<file path="src/hw/rtl/lrupr_pkg.sv">
`timescale 1ns / 1ps

package lrupr_pkg;

  // Fixed field widths of the transaction payloads
  localparam int PAGE_W  = 16;
  localparam int COUNT_W = 16;
  localparam int CFG_W   = 4;
  localparam int IDX_W   = 3;

  localparam logic [COUNT_W-1:0] FAULT_MAX   = {COUNT_W{1'b1}};
  localparam logic [CFG_W-1:0]   FRAMES_RST  = 4'd8;

  typedef struct packed {
    logic [PAGE_W-1:0] page_number;
    logic              end_of_string;
  } in_item_t;

  typedef struct packed {
    logic               hit;
    logic [IDX_W-1:0]   frame_index;
    logic               evicted_valid;
    logic [PAGE_W-1:0]  evicted_page;
    logic [COUNT_W-1:0] fault_total;
  } out_item_t;

endpackage

</file>
<file path="src/hw/rtl/lru_page_replacement_core.sv">
`timescale 1ns / 1ps

// LRU page replacement core. Each page reference returns one result: hit or
// fault, the frame now holding the page, the evicted page if any, and the
// saturating fault count of the current string. Up to two references queue
// in front of the engine, so the input keeps accepting while one is worked
// on and a result waits in the output register. For each item the engine
// walks the active frames of the page/age memory one frame per cycle twice,
// once to look the page up and once to update recency ranks. Writing the
// frame count register clears all frames and the fault count; write it only
// while no reference is in flight.
module lru_page_replacement_core #(
  parameter int FRAMES    = 8,
  parameter int PAGE_BITS = 16
) (
  input  logic                           clk_i,
  input  logic                           rst_ni,
  input  logic                           cfg_valid_i,
  output logic                           cfg_ready_o,
  input  logic [lrupr_pkg::CFG_W-1:0]    cfg_data_i,
  input  logic                           in_valid_i,
  output logic                           in_stall_o,
  input  lrupr_pkg::in_item_t            in_item_i,
  output logic                           out_valid_o,
  input  logic                           out_stall_i,
  output lrupr_pkg::out_item_t           out_item_o
);

  localparam int LW = $clog2(FRAMES + 1);
  localparam int XW = LW + lrupr_pkg::CFG_W;

  logic [lrupr_pkg::CFG_W-1:0] frames_in_use_q;
  logic [XW-1:0]               fiu_ext;
  logic [LW-1:0]               limit;
  logic                        cfg_write;
  logic                        q_valid, q_pop;
  lrupr_pkg::in_item_t         q_item;

  assign cfg_ready_o = 1'b1;
  assign cfg_write   = cfg_valid_i && cfg_ready_o;

  // frame count register
  always_ff @(posedge clk_i or negedge rst_ni) begin
    if (!rst_ni) begin
      frames_in_use_q <= lrupr_pkg::FRAMES_RST;
    end else if (cfg_write) begin
      frames_in_use_q <= cfg_data_i;
    end
  end

  // clamp the active frame count to 1..FRAMES
  always_comb begin
    fiu_ext = XW'(frames_in_use_q);
    if (fiu_ext == '0) begin
      limit = LW'(1);
    end else if (fiu_ext > XW'(FRAMES)) begin
      limit = LW'(FRAMES);
    end else begin
      limit = LW'(frames_in_use_q);
    end
  end

  lrupr_front #(
    .PAGE_BITS (PAGE_BITS)
  ) u_front (
    .clk_i      (clk_i),
    .rst_ni     (rst_ni),
    .in_valid_i (in_valid_i),
    .in_stall_o (in_stall_o),
    .in_item_i  (in_item_i),
    .q_valid_o  (q_valid),
    .q_item_o   (q_item),
    .q_pop_i    (q_pop)
  );

  lrupr_back #(
    .FRAMES    (FRAMES),
    .PAGE_BITS (PAGE_BITS)
  ) u_back (
    .clk_i       (clk_i),
    .rst_ni      (rst_ni),
    .limit_i     (limit),
    .clear_i     (cfg_write),
    .q_valid_i   (q_valid),
    .q_item_i    (q_item),
    .q_pop_o     (q_pop),
    .out_valid_o (out_valid_o),
    .out_stall_i (out_stall_i),
    .out_item_o  (out_item_o)
  );

endmodule

</file>
<file path="src/hw/rtl/lrupr_front.sv">
`timescale 1ns / 1ps

// Front end: takes references, trims the page to its live width and
// parks them in a two-entry queue for the replacement engine.
module lrupr_front #(
  parameter int PAGE_BITS = 16
) (
  input  logic                clk_i,
  input  logic                rst_ni,
  input  logic                in_valid_i,
  output logic                in_stall_o,
  input  lrupr_pkg::in_item_t in_item_i,
  output logic                q_valid_o,
  output lrupr_pkg::in_item_t q_item_o,
  input  logic                q_pop_i
);

  localparam int DEPTH = 2;
  localparam logic [lrupr_pkg::PAGE_W-1:0] PAGE_MASK =
    (PAGE_BITS >= lrupr_pkg::PAGE_W) ? {lrupr_pkg::PAGE_W{1'b1}} :
    lrupr_pkg::PAGE_W'((64'd1 << PAGE_BITS) - 64'd1);

  lrupr_pkg::in_item_t entry_q [DEPTH];
  lrupr_pkg::in_item_t push_item;
  logic                wptr_q, rptr_q;
  logic [1:0]          cnt_q;
  logic                push;

  // classify: only the low page bits take part in matching
  always_comb begin
    push_item             = in_item_i;
    push_item.page_number = in_item_i.page_number & PAGE_MASK;
  end

  assign in_stall_o = (cnt_q == 2'(DEPTH));
  assign push       = in_valid_i && !in_stall_o;
  assign q_valid_o  = (cnt_q != 2'd0);
  assign q_item_o   = entry_q[rptr_q];

  // queue storage
  always_ff @(posedge clk_i) begin
    if (push) begin
      entry_q[wptr_q] <= push_item;
    end
  end

  // queue pointers
  always_ff @(posedge clk_i or negedge rst_ni) begin
    if (!rst_ni) begin
      wptr_q <= 1'b0;
      rptr_q <= 1'b0;
      cnt_q  <= 2'd0;
    end else begin
      if (push) wptr_q <= ~wptr_q;
      if (q_pop_i) rptr_q <= ~rptr_q;
      case ({push, q_pop_i})
        2'b10:   cnt_q <= cnt_q + 2'd1;
        2'b01:   cnt_q <= cnt_q - 2'd1;
        default: cnt_q <= cnt_q;
      endcase
    end
  end

endmodule

</file>
<file path="src/hw/rtl/lrupr_back.sv">
`timescale 1ns / 1ps

// Replacement engine: one frame per cycle through the page/age memory,
// first a lookup sweep, then a recency update sweep.
module lrupr_back #(
  parameter int FRAMES    = 8,
  parameter int PAGE_BITS = 16,
  parameter int IW        = (FRAMES > 1) ? $clog2(FRAMES) : 1,
  parameter int LW        = $clog2(FRAMES + 1)
) (
  input  logic                 clk_i,
  input  logic                 rst_ni,
  input  logic [LW-1:0]        limit_i,
  input  logic                 clear_i,
  input  logic                 q_valid_i,
  input  lrupr_pkg::in_item_t  q_item_i,
  output logic                 q_pop_o,
  output logic                 out_valid_o,
  input  logic                 out_stall_i,
  output lrupr_pkg::out_item_t out_item_o
);

  typedef enum logic [2:0] {S_IDLE, S_SCAN, S_DEC, S_UPD, S_OUT} state_e;

  typedef struct packed {
    logic [PAGE_BITS-1:0] page;
    logic [IW-1:0]        age;
  } entry_t;

  state_e               state_q;
  entry_t               mem_q [FRAMES];
  entry_t               rdata_q;
  logic                 rvalid_q;
  logic [IW-1:0]        ridx_q;
  logic [LW-1:0]        rd_cnt_q;
  logic                 rd_issue;
  logic                 rd_last;

  logic [FRAMES-1:0]    valid_q;
  logic [PAGE_BITS-1:0] page_q;
  logic                 eos_q;
  logic [lrupr_pkg::COUNT_W-1:0] fault_q;

  // lookup sweep results
  logic                 hit_q, free_q;
  logic [IW-1:0]        hit_idx_q, free_idx_q, best_idx_q;
  logic [IW-1:0]        hit_age_q, best_age_q;
  logic [PAGE_BITS-1:0] best_page_q;

  // decision
  logic [IW-1:0]        f_q, old_q;
  logic                 inc_all_q;
  lrupr_pkg::out_item_t res_q, out_q;
  logic                 out_valid_q;

  // update sweep write port
  logic                 upd_we;
  entry_t               upd_wdata;
  logic                 cur_valid;

  assign rd_issue  = ((state_q == S_SCAN) || (state_q == S_UPD)) && (rd_cnt_q < limit_i);
  assign rd_last   = rvalid_q && (LW'(ridx_q) == (limit_i - LW'(1)));
  assign cur_valid = valid_q[ridx_q];
  assign q_pop_o   = (state_q == S_IDLE) && q_valid_i;

  assign out_valid_o = out_valid_q;
  assign out_item_o  = out_q;

  // recency update for the entry just read
  always_comb begin
    upd_we    = 1'b0;
    upd_wdata = rdata_q;
    if (state_q == S_UPD && rvalid_q) begin
      if (ridx_q == f_q) begin
        upd_we         = 1'b1;
        upd_wdata.page = page_q;
        upd_wdata.age  = '0;
      end else if (cur_valid && (inc_all_q || rdata_q.age < old_q)) begin
        upd_we        = 1'b1;
        upd_wdata.age = rdata_q.age + IW'(1);
      end
    end
  end

  // page/age memory, one read and one write port
  always_ff @(posedge clk_i) begin
    if (upd_we) begin
      mem_q[ridx_q] <= upd_wdata;
    end
    if (rd_issue) begin
      rdata_q <= mem_q[rd_cnt_q[IW-1:0]];
    end
    ridx_q <= rd_cnt_q[IW-1:0];
  end

  // control sequencer and result register
  always_ff @(posedge clk_i or negedge rst_ni) begin
    if (!rst_ni) begin
      state_q     <= S_IDLE;
      rvalid_q    <= 1'b0;
      rd_cnt_q    <= '0;
      valid_q     <= '0;
      fault_q     <= '0;
      page_q      <= '0;
      eos_q       <= 1'b0;
      hit_q       <= 1'b0;
      free_q      <= 1'b0;
      hit_idx_q   <= '0;
      free_idx_q  <= '0;
      best_idx_q  <= '0;
      hit_age_q   <= '0;
      best_age_q  <= '0;
      best_page_q <= '0;
      f_q         <= '0;
      old_q       <= '0;
      inc_all_q   <= 1'b0;
      res_q       <= '0;
      out_q       <= '0;
      out_valid_q <= 1'b0;
    end else begin
      rvalid_q <= rd_issue;
      if (rd_issue) rd_cnt_q <= rd_cnt_q + LW'(1);

      // result taken; S_OUT refills the register itself
      if (out_valid_q && !out_stall_i && state_q != S_OUT) out_valid_q <= 1'b0;

      case (state_q)
        S_IDLE: begin
          if (q_valid_i) begin
            page_q   <= PAGE_BITS'(q_item_i.page_number);
            eos_q    <= q_item_i.end_of_string;
            hit_q    <= 1'b0;
            free_q   <= 1'b0;
            rd_cnt_q <= '0;
            state_q  <= S_SCAN;
          end
        end

        S_SCAN: begin
          if (rvalid_q) begin
            if (!hit_q && cur_valid && rdata_q.page == page_q) begin
              hit_q     <= 1'b1;
              hit_idx_q <= ridx_q;
              hit_age_q <= rdata_q.age;
            end
            if (!free_q && !cur_valid) begin
              free_q     <= 1'b1;
              free_idx_q <= ridx_q;
            end
            if (ridx_q == '0 || rdata_q.age > best_age_q) begin
              best_idx_q  <= ridx_q;
              best_age_q  <= rdata_q.age;
              best_page_q <= rdata_q.page;
            end
            if (rd_last) state_q <= S_DEC;
          end
        end

        S_DEC: begin
          // hit, else lowest free frame, else least recent frame
          f_q       <= hit_q ? hit_idx_q : (free_q ? free_idx_q : best_idx_q);
          old_q     <= hit_q ? hit_age_q : best_age_q;
          inc_all_q <= !hit_q && free_q;
          res_q.hit           <= hit_q;
          res_q.frame_index   <= lrupr_pkg::IDX_W'(hit_q ? hit_idx_q :
                                  (free_q ? free_idx_q : best_idx_q));
          res_q.evicted_valid <= !hit_q && !free_q;
          res_q.evicted_page  <= (!hit_q && !free_q) ?
                                  lrupr_pkg::PAGE_W'(best_page_q) : '0;
          if (!hit_q && fault_q != lrupr_pkg::FAULT_MAX) begin
            res_q.fault_total <= fault_q + lrupr_pkg::COUNT_W'(1);
            fault_q           <= fault_q + lrupr_pkg::COUNT_W'(1);
          end else begin
            res_q.fault_total <= fault_q;
          end
          rd_cnt_q <= '0;
          state_q  <= S_UPD;
        end

        S_UPD: begin
          if (rd_last) begin
            valid_q[f_q] <= 1'b1;
            state_q      <= S_OUT;
          end
        end

        S_OUT: begin
          if (!out_valid_q || !out_stall_i) begin
            out_q       <= res_q;
            out_valid_q <= 1'b1;
            if (eos_q) begin
              valid_q <= '0;
              fault_q <= '0;
            end
            state_q <= S_IDLE;
          end
        end

        default: state_q <= S_IDLE;
      endcase

      // register write starts a fresh string
      if (clear_i) begin
        valid_q <= '0;
        fault_q <= '0;
      end
    end
  end

endmodule

</file>
<file path="config.mk">
export PLATFORM = sky130hd
export DESIGN_NAME = lru_page_replacement_core
export DESIGN_NICKNAME = d
export VERILOG_FILES = /design/src/hw/rtl/lrupr_pkg.sv /design/src/hw/rtl/lru_page_replacement_core.sv /design/src/hw/rtl/lrupr_front.sv /design/src/hw/rtl/lrupr_back.sv
export SDC_FILE = /design/constraint.sdc
export NUM_CORES = 1
export LEC_CHECK = 0
export BUFFER_PORTS_ARGS = -buffer_cell sky130_fd_sc_hd__buf_2
export CAP_MARGIN = 20
export CORE_UTILIZATION = 60
export DETAILED_ROUTE_END_ITERATION = 10
export PLACE_DENSITY = 0.78
export SYNTH_ARGS = -nofsm -noshare
export SYNTH_HDL_FRONTEND = slang
export SYNTH_SLANG_ARGS = --single-unit
</file>
<file path="constraint.sdc">
create_clock -name clk_i -period 11 [get_ports clk_i]
set_clock_uncertainty 0.15 [all_clocks]
set_input_delay 2.2 -clock clk_i [delete_from_list [all_inputs] [get_ports clk_i]]
set_output_delay 2.2 -clock clk_i [all_outputs]
set_load 0.05 [all_outputs]
</file>
## Word-level counts from Yosys, hierarchy flattened

Memories as Yosys holds them, arrays and structs flattened. A register that Yosys moved wholly into a read port is not among the register bits.
Cells that the tools add are included.

- Bitwise logic cells: 3
- Add/subtract/negate cells: 6
- $lt $le $gt $ge: 7
- Equality and inequality tests: 22
- Reductions and logical operators: 44
- Muxes and demuxes: 51

Operators with widths:

| cell | count |
|---|---|
| 2-to-1 mux 16 bit | 6 |
| 2-to-1 mux 8 bit | 4 |
| case mux 16 bit (2 select lines) | 1 |
| 2-to-1 mux 3 bit | 10 |
| 2-to-1 mux 19 bit | 1 |
| 2-to-1 mux 1 bit | 17 |
| adder 16 x 1 -> 16 bit, second input constant | 1 |
| == test 16 bit | 1 |
| 2-to-1 mux 4 bit | 4 |
| != test 16 bit, second input constant | 1 |
| case mux 8 bit (2 select lines) | 1 |
| logical AND 1 bit | 15 |
| case mux 3 bit (5 select lines) | 1 |
| AND reduction 3 bit | 4 |
| AND reduction 4 bit | 3 |
| != test 2 x 1 -> 1 bit, second input constant | 5 |
| != test 3 x 2 -> 1 bit, second input constant | 3 |
| less-than comparator 3 x 4 -> 1 bit, second input constant | 2 |
| bitwise OR 8 bit | 1 |
| case mux 4 bit (2 select lines) | 1 |
| logical NOT 1 bit | 7 |
| == test 3 x 2 -> 1 bit, second input constant | 2 |
| logical NOT 3 bit | 2 |
| nonzero test 2 bit | 3 |
| other kinds (28) | 37 |

- Register bits after elaboration: 155
- RAM bits: 186
- Input port bits: 26
- Word-level logic and storage cells: 166
- Memories: 2
- Output and inout port bits: 40

Memory list:

| memory | words | width | rd ports | clocked after Yosys merged registers in | wr ports | RTL line | text |
|---|---|---|---|---|---|---|---|
| u_back.mem_q | 8 | 19 | 1 | 1 | 1 | lrupr_back.sv:31 | `entry_t mem_q [FRAMES];` |
| u_front.entry_q | 2 | 17 | 1 | 1 | 1 | lrupr_front.sv:23 | `lrupr_pkg::in_item_t entry_q [DEPTH];` |

## Longest topological paths before layout

Gate-level depths: netlist (run 1).

- Word-level depth: 9
- Gate-level depth with buffers: 9

## By module

A second synthesis (run 1) with hierarchy kept.

- Cell total of the unflattened synthesis: 964
- Area total of the unflattened synthesis: 15,721.3 sq um

Modules (own cells, without submodules):

| module | cells an instance | area an instance (sq um) | instances |
|---|---|---|---|
| lrupr_back | 879 | 14,066.0 | 1 |
| lrupr_front | 70 | 1,467.7 | 1 |
| lru_page_replacement_core | 15 | 187.7 | 1 |

## Least setup slack after synthesis (run 1)

OpenSTA, ideal clock, no wires.

- Path type: register -> register
- Start point: register u_back.rdata_q[1] (netlist name)
- End point: memory u_back.mem_q[1][0] (netlist bit) (enable)
- Slack: 7,273 ps
- Data required time: 10,406 ps
- Library setup time: 444 ps
- Cell stages (with the launch flop): 6
- Arrival: 3,133 ps
- Cell sequence: edfxtp_1 ha_1 a211oi_1 o21a_1 nor2_1 nor4_1

- Cells in the longest elaborated chain, start to end: 8

Ends and longest elaborated chain:

| element | RTL line | text |
|---|---|---|
| less-than comparator 3 bit | lrupr_back.sv:78 | `end else if (cur_valid && (inc_all_q \|\| rdata_q.age < old_q)) begin` |
| logical OR 1 bit | lrupr_back.sv:78 |  |
| logical AND 1 bit | lrupr_back.sv:78 |  |
| 2-to-1 mux 1 bit | lrupr_back.sv:78 |  |
| 2-to-1 mux 1 bit | lrupr_back.sv:74 | `if (ridx_q == f_q) begin` |
| 2-to-1 mux 1 bit | lrupr_back.sv:73 | `if (state_q == S_UPD && rvalid_q) begin` |
| 2-to-1 mux 1 bit | lrupr_back.sv:87 | `if (upd_we) begin` |
| 2-to-1 mux 1 bit (not written as such) | lrupr_back.sv:88 | `mem_q[ridx_q] <= upd_wdata;` |
| end, declared | lrupr_back.sv:31 |  |

No other way between the ends.

## Worst setup path in the final report (run 1)

- Start point: register u_front.cnt_q[0]
- End point: output in_stall_o

- Cells in the longest elaborated chain, start to end: 1

Ends and longest elaborated chain:

| element | RTL line | text |
|---|---|---|
| start, declared | lrupr_front.sv:26 | `logic [1:0] cnt_q;` |
| start signal, assigned | lrupr_front.sv:57 | `2'b10: cnt_q <= cnt_q + 2'd1;` |
| start signal, assigned | lrupr_front.sv:58 | `2'b01: cnt_q <= cnt_q - 2'd1;` |
| start signal, assigned | lrupr_front.sv:59 | `default: cnt_q <= cnt_q;` |
| == test 2 bit | lrupr_front.sv:35 | `assign in_stall_o = (cnt_q == 2'(DEPTH));` |
| end, declared | lru_page_replacement_core.sv:22 | `output logic in_stall_o,` |

No other way between the ends.

==> flow_metrics.env, run 1 <==
export IMPL_insertedDiodeCount=0
export IMPL_setup_viol=0
export IMPL_drv_slew=0
export IMPL_vias=9316
export IMPL_multiInputGateArea_mm2=0.00482
export IMPL_cp_num_buf_inv=2
export IMPL_maxCapViolations=0
export IMPL_outcome="finished, final reports clean"
export IMPL_cts_hold_fix_buffers=0
export IMPL_path_delay_family="flip-flops"
export IMPL_syn_nets=1165
export IMPL_synthFlopType="edfxtp_1"
export IMPL_synth_largest_area_cell="edfxtp_1"
export IMPL_wl_met1_mm=13.2
export IMPL_htree_levels=2
export IMPL_drt_wl_total_mm=31.6
export IMPL_crit_chain="nand2b_1 -> inv_1 -> buf_2"
export IMPL_synth_top_area_share_pct=39.6
export IMPL_seq_area_mm2=0.0104
export IMPL_final_area_mm2=0.0176
export IMPL_cpPeakStageDelay_ns=0.42
export IMPL_numCtsBuffers=38
export IMPL_hp_class="reg2reg"
export IMPL_clk_path_buf_depth=3
export IMPL_yosysWarnings=0
export IMPL_ys_seq_area_share_pct=67.2
export IMPL_max_slew_worst_pin_slew_ns=1.05
export IMPL_crit_slowest_cell="dfrtp_1"
export IMPL_finalHoldViolations=0
export IMPL_io_pins=66
export IMPL_grt_setup_unrepaired="false"
export IMPL_clk_latency_ns=0.53
export IMPL_first_pass_iters=5
export IMPL_dieHeight_um=163
export IMPL_fp_row_count=58
export IMPL_core_area_mm2=0.0253
export IMPL_initial_core_util_pct=61.4
export IMPL_gp_congestion=0.847
export IMPL_wl_met3_mm=1.76
export IMPL_antenna_left=0
export IMPL_worstPathRequired_ns=8.65
export IMPL_grt_pass1_wl_mm=50.0
export IMPL_drtIter0Drc=869
export IMPL_grt_pass1_vias=9184
export IMPL_start_kind="register"
export IMPL_cts_tree="done"
export IMPL_numPortBuffers=64
export IMPL_relSlewSlack_pct=30.0
export IMPL_nets=1232
export IMPL_synth_seq_cells=377
export IMPL_worst_ir_drop_vdd_uv=187
export IMPL_remaining_drc_errors=0
export IMPL_grt_usage_pct=24.9
export IMPL_clk_pin_slew_worst_paths_ns=0.06
export IMPL_die_x_um=163
export IMPL_grt_max_degree=96
export IMPL_arrival_ns=1.47
export IMPL_numClockSinks=377
export IMPL_fin_crit_ns=3.82
export IMPL_die_area_mm2=0.0265
export IMPL_end_kind="output pin"
export IMPL_ys_types=60
export IMPL_top_layer="met4"
export IMPL_synth_edff_count=205
export IMPL_setup_tns_ns=0
export IMPL_syn_inst=1127
export IMPL_drive_gt1_share_pct=21.9
export IMPL_synth_area_leaders="edfxtp_1 40%, dfrtp_1 27%, mux4_2 5.8%"
export IMPL_fin_crit_sh_pct=34.7
export IMPL_finalPower_mw=4.64
export IMPL_routed_wl_met2_mm=15.6
export IMPL_post_cts_buffers=0
export IMPL_fill_cells=1700
export IMPL_wire_per_inst_um=20.3
export IMPL_ctsResizeCount=0
export IMPL_p_per_area_mw_per_mm2=264
export IMPL_syn_area_mm2=0.0155
export IMPL_place_area_mm2=0.0162
export IMPL_drt_vias_per_instance=5.99
export IMPL_area_growth_pct=13.2
export IMPL_grt_overflow=0
export IMPL_critical_path_class="reg2out"
export IMPL_crit_fanout=4
export IMPL_power_leakage_nw=7.19
export IMPL_cts_root_buf="clkbuf_16"
export IMPL_post_dp_hpwl_mm=18.7
export IMPL_antenna_found_initial=0
export IMPL_synth_avg_cell_area_um2=13.8
export IMPL_max_freq_ghz=0.262
export IMPL_async_flop_share_pct=44.8
## synth_stat cells, drive strengths merged, types with 2 or more instances
library cell	count
nand2	237
edfxtp	205
dfrtp	168
mux2	58
o21ai	57
clkbuf	53
mux4	40
mux2i	30
nor2	29
xnor2	25
a21oi	24
inv	19
a22o	16
nand4	13
ha	12
nand2b	12
xor2	12
buf	9
nand3	9
nor4	8
o211ai	8
o31ai	8
a31oi	7
and2	6
and3	5
nor3	5
or4	5
nor2b	4
a211oi	3
and4	3
dfxtp	3
o21bai	3
o311ai	3
a21o	2
a41oi	2
nor3b	2
o21a	2
o31a	2
or2	2
or3	2
or3b	2
## final timing paths
| path | endpoint | cells after the start | slack [ns] | from |
|---|---|---|---|---|
| hold reg to reg | u_back.out_item_o[14] | 2 | 0.31 | u_back.res_q[14] |
| setup / recovery | in_stall_o | 3 | 7.18 | u_front.cnt_q[0] |
| max in group asynchronous | u_back.rd_cnt_q[0] | 2 | 7.63 | rst_ni |
| min in group asynchronous | u_back.out_item_o[9] | 1 | 1.58 | rst_ni |
| setup reg to reg | u_back.hit_idx_q[0] | 5 | 7.58 | u_back.ridx_q[2] |
| hold / removal | u_back.out_item_o[14] | 2 | 0.31 | u_back.res_q[14] |
## kinds of logic (layout without fill, tap and decap cells)
logic type | Yosys count | after routing | share of synthesized area, %
flops | 377 | 377 | 67.2
xor+xnor | 37 | 37 | 2.09
fa+ha+maj | 12 | 12 | 0.966
simple gates | 349 | 349 | 10.0
buf+inv | 81 | 178 | 2.04
compound gates | 142 | 142 | 5.72
other cells | 1 | 1 | 0.0241
mux | 128 | 128 | 11.9
## per-layer routing
metal	vias to the layer above	global-route usage (%)
met5	-	0
met4	0	8.84
met3	74	3.85
met2	288	41.9
met1	4721	33.2
li1	4233	-
## stage by stage
step	util [%]	hold slack [ns]	cells	worst slack, ns
finish	69.5	0.313	1554	7.18
global route	69.5	0.339	1554	7.08
CTS	69.2	0.315	1549	7.17
detailed placement	64.1	0.299	1479	6.84
global placement	64.1	0.298	1479	6.94
floorplan	-	0.222	1127	7.27
## worst reg2reg max path, delay by kind of cell, from the launching register on
kind,cells,cell delay (ns)
flip-flops,1,0.84
AND/OR/NAND/NOR,2,1.15
multiplexers,3,1.16
## state kept, by name, indices dropped and copies added, names as in the netlist, 8 cells and up
name	count
u_back.mem_q	152
u_back.page_q	16
u_front.entry_q	34
u_back.fault_q	16
u_back.valid_q	8
u_back.rdata_q	19
u_back.best_page_q	16
u_back.out_item_o	37
u_back.res_q	34
## power breakdown
group	leakage, nW	internal (mW)	switching, mW
combinational	2.42	0.522	0.654
clock	0.641	0.792	0.524
sequential	4.13	1.89	0.262
total	7.19	3.20	1.44
## final cells by class
cell class              count  area share (%)
clock inverters            21            1.44
repair buffers             89            3.11
clock buffers              49            5.93
multi-input cells         669            27.4
inverters                  19           0.405
flip-flops and latches    377            59.4
well taps                 330            2.35
## cell usage in the layout, fill, tap and decap left out, types with 4 or more instances in the layout
cell type / synthesis / final
xnor2_1: 25 / 25
nor2_1: 29 / 27
nand3_1: 9 / 9
buf_2: 1 / 63
nand4_1: 13 / 13
o21ai_0: 56 / 56
nand2_1: 237 / 237
mux2_2: 58 / 58
clkinv_2: 0 / 11
o31ai_1: 8 / 8
clkbuf_16: 0 / 39
nor4_1: 7 / 4
mux4_2: 40 / 40
inv_1: 19 / 19
bufinv_16: 0 / 5
a21oi_1: 24 / 24
xor2_1: 12 / 12
clkbuf_1: 52 / 7
and3_1: 5 / 5
edfxtp_1: 205 / 205
ha_1: 12 / 12
a22o_1: 16 / 16
dfrtp_1: 168 / 167
mux2i_1: 30 / 30
and2_1: 6 / 6
nor2b_1: 4 / 4
a31oi_1: 7 / 7
nand2b_1: 12 / 12
o211ai_1: 8 / 8
buf_4: 1 / 20
or4_1: 4 / 4
Note: power is estimated with default switching activity, not from simulation.
==> run 2, diff against run 1 <==
--- a/config.mk
+++ b/config.mk
@@ -5,6 +5,7 @@
 export SDC_FILE = /design/constraint.sdc
 export NUM_CORES = 1
 export LEC_CHECK = 0
+export ABC_AREA = 1
 export BUFFER_PORTS_ARGS = -buffer_cell sky130_fd_sc_hd__buf_2
 export CAP_MARGIN = 20
 export CORE_UTILIZATION = 60
==> constraint.sdc (replaced) <==
create_clock -name clk_i -period 3.7 [get_ports clk_i]
set_clock_uncertainty 0.15 [all_clocks]
set_input_delay 0.74 -clock clk_i [delete_from_list [all_inputs] [get_ports clk_i]]
set_output_delay 0.74 -clock clk_i [all_outputs]
set_load 0.05 [all_outputs]
==> flow_metrics.env, run 2 <==
export IMPL_synthMuxAreaShare_pct=1.77
export IMPL_max_slew_worst_pin_slew_ns=1.04
export IMPL_final_common_cell="nand2_1"
export IMPL_crit_slowest_cell="dfrtp_1"
export IMPL_die_x_um=165
export IMPL_clkPwrFrac_pct=25.4
export IMPL_synthAdderAreaFrac_pct=0.946
export IMPL_maxCapViolations=0
export IMPL_p_per_area_mw_per_mm2=792
export IMPL_ys_types=46
export IMPL_clk_path_buf_depth=3
export IMPL_synth_top_area_share_pct=38.8
export IMPL_max_freq_ghz=0.371
export IMPL_synth_seq_cells=377
export IMPL_synth_simple_gate_area_share_pct=13.2
export IMPL_grt_setup_unrepaired="false"
export IMPL_outcome="finished, final reports clean"
export IMPL_synthFlopType="edfxtp_1"
export IMPL_syn_inst=1460
export IMPL_insertedDiodeCount=0
export IMPL_async_flop_share_pct=44.8
export IMPL_cpMostUsedCell="nand2_1"
export IMPL_arrival_ns=2.79
export IMPL_critical_path_class="reg2reg"
export IMPL_numCtsBuffers=38
export IMPL_cts_tree="done"
export IMPL_grt_usage_pct=26.5
export IMPL_htree_levels=2
export IMPL_antenna_left=0
export IMPL_numPortBuffers=64
export IMPL_drt_vias_per_instance=5.83
export IMPL_syn_nets=1498
export IMPL_synth_avg_cell_area_um2=10.9
export IMPL_relSlewSlack_pct=29.7
export IMPL_power_share_switching_pct=36.4
export IMPL_synth_largest_area_cell="edfxtp_1"
export IMPL_start_kind="register"
export IMPL_worst_ir_drop_vdd_uv=638
export IMPL_fin_cells=1889
export IMPL_remaining_drc_errors=0
export IMPL_power_switching_mw=5.12
export IMPL_drtIter0Drc=1076
export IMPL_nets=1562
export IMPL_antenna_found_initial=0
export IMPL_reg2reg_slack_ns=1.01
export IMPL_first_pass_iters=5
export IMPL_yosysWarnings=0
export IMPL_synth_edff_count=205
export IMPL_seq_area_mm2=0.0104
export IMPL_grt_max_degree=81
export IMPL_dieHeight_um=165
export IMPL_grt_pass1_vias=10500
export IMPL_area_growth_pct=12.0
export IMPL_core_area_mm2=0.0260
export IMPL_synth_area_leaders="edfxtp_1 39%, dfrtp_1 26%, o21ai_0 5.9%"
export IMPL_wire_per_inst_um=18.6
export IMPL_synth_top_family_by_area="simple AND/OR/NAND/NOR gates"
export IMPL_end_kind="register"
export IMPL_largest_register_ffs=152
export IMPL_finalPower_mw=14.1
export IMPL_post_dp_hpwl_mm=22.4
export IMPL_fin_crit_ns=2.69
export IMPL_yosysMostFrequentCell="nand2_1"
export IMPL_numClockSinks=377
export IMPL_pwr_share_comb_pct=30.3
export IMPL_multiInputGateArea_mm2=0.00468
export IMPL_clk_latency_ns=0.53
export IMPL_min_path_cells=1
export IMPL_drt_wl_total_mm=35.1
export IMPL_drv_slew=0
export IMPL_synth_compound_area_share_pct=11.7
export IMPL_ys_seq_area_share_pct=65.8
export IMPL_ctsResizeCount=0
export IMPL_cpPeakStageDelay_ns=0.47
export IMPL_die_area_mm2=0.0271
export IMPL_clk_pin_slew_worst_paths_ns=0.06
export IMPL_fp_row_count=59
export IMPL_synth_xor_xnor_area_share_pct=1.60
export IMPL_grt_pass1_wl_mm=54.9
export IMPL_synth_top_cells_by_count="222 x nand2_1, 205 x edfxtp_1, 188 x o21ai_0"
export IMPL_cts_root_buf="clkbuf_16"
export IMPL_p_seq_share_pct=44.3
export IMPL_crit_chain="nor3_2 -> inv_1 -> nor3_2 -> nand2_1 -> nand2_1 -> nand2_1 -> nor2_1"
export IMPL_fill_cells=1853
export IMPL_setup_tns_ns=0
export IMPL_vias=11000
export IMPL_initial_core_util_pct=61.1
export IMPL_place_inst=1817
export IMPL_power_leakage_nw=7.32
export IMPL_finalHoldViolations=0
export IMPL_gp_congestion=0.899
export IMPL_most_common_layout_cells="222 x nand2_1, 205 x edfxtp_1, 188 x o21ai_0"
export IMPL_io_pins=66
export IMPL_fin_crit_sh_pct=72.8
export IMPL_setup_viol=0
export IMPL_hp_class="in2reg"
export IMPL_utilization_pct=68.4
export IMPL_largest_register="u_back.mem_q"
export IMPL_crit_fanout=12
export IMPL_syn_area_mm2=0.0159
export IMPL_worstPathRequired_ns=3.80
export IMPL_p_int_mw=8.95
export IMPL_grt_overflow=0
export IMPL_reg2reg_depth=7
export IMPL_drive_gt1_share_pct=14.9
==> run 2: stage by stage <==
stage | worst slack (ns) | hold slack (ns) | area (µm²)
2_1_floorplan | 0.904 | 0.218 | 15900
3_3_place_gp | 1.13 | 0.308 | 16600
3_5_place_dp | 1.06 | 0.315 | 16600
4_1_cts | 1.05 | 0.222 | 17700
5_1_grt | 0.785 | 0.228 | 17800
6_report | 1.01 | 0.243 | 17800
==> run 2: final cells by class <==
type                            instances  area share, %
Clock buffer                           50           5.72
Clock inverter                         20          0.788
Inverter                              116           2.46
Multi-Input combinational cell        893           26.3
Sequential cell                       377           58.8
Tap cell                              335           2.36
Timing Repair Buffer                   98           3.58
==> run 2: cell families after synthesis <==
family,count (synthesis)
other cells,1
xor+xnor,29
simple gates,500
fa+ha+maj,12
mux,25
buf+inv,190
flops,377
compound gates,326
==> run 2: worst max-delay path: cells and delay by family (launching register included) <==
family,cells,cell delay (ns)
and+or+nand+nor,6,1.59
DFF,1,0.47
buffers and inverters,1,0.20
==> run 2: power groups by stage <==
stage,clock [mW],sequential (mW),combinational (mW)
global placement,0,6.24,3.99
CTS,3.63,6.21,4.21
finish,3.57,6.23,4.27
global route,3.79,6.31,4.72
detailed placement,0,6.28,4.15
floorplan,0,6.26,2.80
==> run 2: worst paths after layout <==
| path | startpoint | to |
|---|---|---|
| worst max register to register | u_back.state_q[2] | u_back.mem_q[7][0] |
| max in group asynchronous | rst_ni | u_back.res_q[8] |
| worst max-delay path | u_back.state_q[2] | u_back.mem_q[7][0] |
| worst min-delay path | in_item_i[8] | u_front.entry_q[1][8] |
| worst min register to register | u_back.out_item_o[32] | u_back.out_item_o[32] |
| min in group asynchronous | rst_ni | u_back.out_item_o[6] |
==> run 2: what timing repair did <==
action                    in CTS  in global routing
hold buffers                   1                  0
setup buffers                  0                  0
hold endpoints to repair      39                  0
==> run 2: per-layer routing <==
layer,track usage (%),vias to the layer above,share of wire [%]
li1,-,5156,-
met1,36.6,5332,41
met2,42.5,459,48
met3,3.97,68,7.5
met4,10.4,0,2.8
met5,0,-,0
==> run 3, diff against run 2 <==
--- a/config.mk
+++ b/config.mk
@@ -5,12 +5,12 @@
 export SDC_FILE = /design/constraint.sdc
 export NUM_CORES = 1
 export LEC_CHECK = 0
-export ABC_AREA = 1
+export ABC_AREA = 0
 export BUFFER_PORTS_ARGS = -buffer_cell sky130_fd_sc_hd__buf_2
 export CAP_MARGIN = 20
-export CORE_UTILIZATION = 60
+export CORE_UTILIZATION = 55
 export DETAILED_ROUTE_END_ITERATION = 10
-export PLACE_DENSITY = 0.78
+export PLACE_DENSITY = 0.75
 export SYNTH_ARGS = -nofsm -noshare
 export SYNTH_HDL_FRONTEND = slang
 export SYNTH_SLANG_ARGS = --single-unit
==> constraint.sdc (replaced) <==
create_clock -name clk_i -period 2.25 [get_ports clk_i]
set_clock_uncertainty 0.15 [all_clocks]
set_input_delay 0.45 -clock clk_i [delete_from_list [all_inputs] [get_ports clk_i]]
set_output_delay 0.45 -clock clk_i [all_outputs]
set_load 0.05 [all_outputs]
==> flow_metrics.env, run 3 (same netlist as run 1, synthesis figures left out) <==
export IMPL_finalHoldViolations=0
export IMPL_first_pass_iters=5
export IMPL_met2_usage_pct=44.1
export IMPL_fin_cells=1708
export IMPL_largest_register="u_back.mem_q"
export IMPL_worstPathRequired_ns=2.36
export IMPL_most_common_layout_cells="236 x nand2_1, 205 x edfxtp_1, 167 x dfrtp_1"
export IMPL_min_path_cells=2
export IMPL_max_freq_ghz=0.394
export IMPL_largest_register_ffs=152
export IMPL_grt_pass1_wl_mm=54.2
export IMPL_place_inst=1615
export IMPL_r2r_end="u_back.mem_q[4][11]"
export IMPL_end_kind="register"
export IMPL_antenna_left=0
export IMPL_power_leakage_nw=7.77
export IMPL_numClockSinks=377
export IMPL_htree_levels=2
export IMPL_fin_crit_ns=2.54
export IMPL_die_area_mm2=0.0289
export IMPL_numCtsBuffers=37
export IMPL_fp_row_count=61
export IMPL_grt_busiest_layer="met2"
export IMPL_final_area_mm2=0.0189
export IMPL_utilization_pct=67.9
export IMPL_grt_max_degree=46
export IMPL_io_pins=66
export IMPL_start_kind="register"
export IMPL_grt_usage_pct=25.0
export IMPL_clk_latency_ns=0.53
export IMPL_min_to="frames_in_use_q[2]"
export IMPL_vias=9688
export IMPL_relSlewSlack_pct=57.6
export IMPL_core_area_mm2=0.0278
export IMPL_gp_congestion=0.886
export IMPL_grt_pass1_vias=9887
export IMPL_p_per_area_mw_per_mm2=1270
export IMPL_cpMostUsedCell="buf_4"
export IMPL_p_int_mw=16.3
export IMPL_fin_crit_sh_pct=113
export IMPL_hp_class="in2reg"
export IMPL_setup_tns_ns=-42.23
export IMPL_layout_setup_ws_ns=-0.288
export IMPL_met3_usage_pct=3.79
export IMPL_setup_viol=204
export IMPL_nets=1342
export IMPL_grt_util_met1_pct=31.0
export IMPL_cts_tree="done"
export IMPL_p_seq_share_pct=42.5
export IMPL_pwr_share_comb_pct=32.2
export IMPL_numPortBuffers=64
export IMPL_clk_path_buf_depth=3
export IMPL_maxCapViolations=0
export IMPL_min_from="cfg_data_i[2]"
export IMPL_max_slew_worst_pin_slew_ns=0.636
export IMPL_antenna_found_initial=2
export IMPL_drive_gt1_share_pct=27.6
export IMPL_cpPeakStageDelay_ns=0.51
export IMPL_arrival_ns=2.65
export IMPL_initial_core_util_pct=55.9
export IMPL_final_common_cell="nand2_1"
export IMPL_crit_chain="buf_4 -> mux2_4 -> mux4_2 -> o21a_1 -> o211ai_1 -> buf_4 -> nor3_4 -> buf_12"
export IMPL_crit_path_start="u_back.ridx_q[2]"
export IMPL_grt_setup_unrepaired="true"
export IMPL_wire_per_inst_um=20.5
export IMPL_power_share_switching_pct=32.0
export IMPL_grt_overflow=0
export IMPL_drt_vias_per_instance=5.67
export IMPL_drt_wl_total_mm=35.0
export IMPL_remaining_drc_errors=0
export IMPL_die_x_um=170
export IMPL_worst_ir_drop_vdd_uv=779
export IMPL_dieHeight_um=170
export IMPL_crit_fanout=19
export IMPL_drtIter0Drc=823
export IMPL_outcome="complete, but fails checks"
export IMPL_drv_slew=0
export IMPL_area_growth_pct=21.3
export IMPL_clkPwrFrac_pct=25.3
export IMPL_regToRegStartpoint="u_back.ridx_q[2]"
export IMPL_critical_path_class="reg2reg"
export IMPL_reg2reg_slack_ns=-0.29
export IMPL_crit_slowest_cell="mux4_2"
export IMPL_violations="negative setup slack"
export IMPL_post_dp_hpwl_mm=22.3
export IMPL_reg2reg_depth=8
export IMPL_place_area_mm2=0.0173
export IMPL_insertedDiodeCount=0
export IMPL_power_switching_mw=7.66
export IMPL_whs_ns=0.0137
export IMPL_cts_root_buf="clkbuf_16"
export IMPL_clk_pin_slew_worst_paths_ns=0.06
## run 3: metrics by stage
stage	setup WS [ns]	total power [mW]
global placement	-0.479	17.5
detailed placement	-0.529	17.7
floorplan	-0.286	14.6
CTS	-0.289	23.9
global route	-0.336	25.0
finish	-0.288	23.9
## run 3: critical path: cells and delay by family (launching register included)
| family | cells | cell delay [ns] |
|---|---|---|
| muxes | 2 | 0.79 |
| buffers and inverters | 3 | 0.48 |
| DFF | 1 | 0.40 |
| AOI/OAI and AO/OA | 2 | 0.40 |
| and+or+nand+nor | 1 | 0.05 |
## run 3: power groups by stage
stage	Combinational, mW	Sequential (mW)	Clock, mW
after floorplan	4.61	10.0	0
after global placement	7.26	10.2	0
after detailed placement	7.47	10.3	0
after CTS	7.63	10.1	6.15
after global routing	8.30	10.3	6.42
final	7.71	10.2	6.07
## run 3: how the worst max path moves through the flow
stage | to | slack [ns] | cells past startpoint
floorplan | u_back.mem_q[5][0] | -0.29 | 6
global placement | u_back.mem_q[7][10] | -0.48 | 6
detailed placement | u_back.mem_q[7][15] | -0.53 | 5
CTS | u_back.hit_age_q[2] | -0.29 | 7
global route | u_back.hit_idx_q[0] | -0.34 | 7
finish | u_back.mem_q[4][11] | -0.29 | 8
## run 3: repair_timing
item	CTS	global route
resized for setup	13	7
buffers inserted	3	5
pin swaps	7	4
endpoints found under the hold margin	74	0
setup endpoints to repair	229	274
hold buffers	20	0
gates cloned	0	3
## run 3: area by class of cell
type / count / area, µm²
tap: 378 / 473
fill: 1966 / 8930
inverter: 19 / 85.1
clock buffer: 51 / 1040
timing repair buffer: 200 / 1710
clock inverter: 14 / 151
sequential: 377 / 10500
multi-input combinational: 669 / 4950
## run 3: per-layer routing
layer  vias to the layer above  part of all wire [%]
li1                       4459                     -
met1                      4847                    40
met2                       315                    51
met3                        65                   5.5
met4                         2                   3.4
met5                         -                 0.037
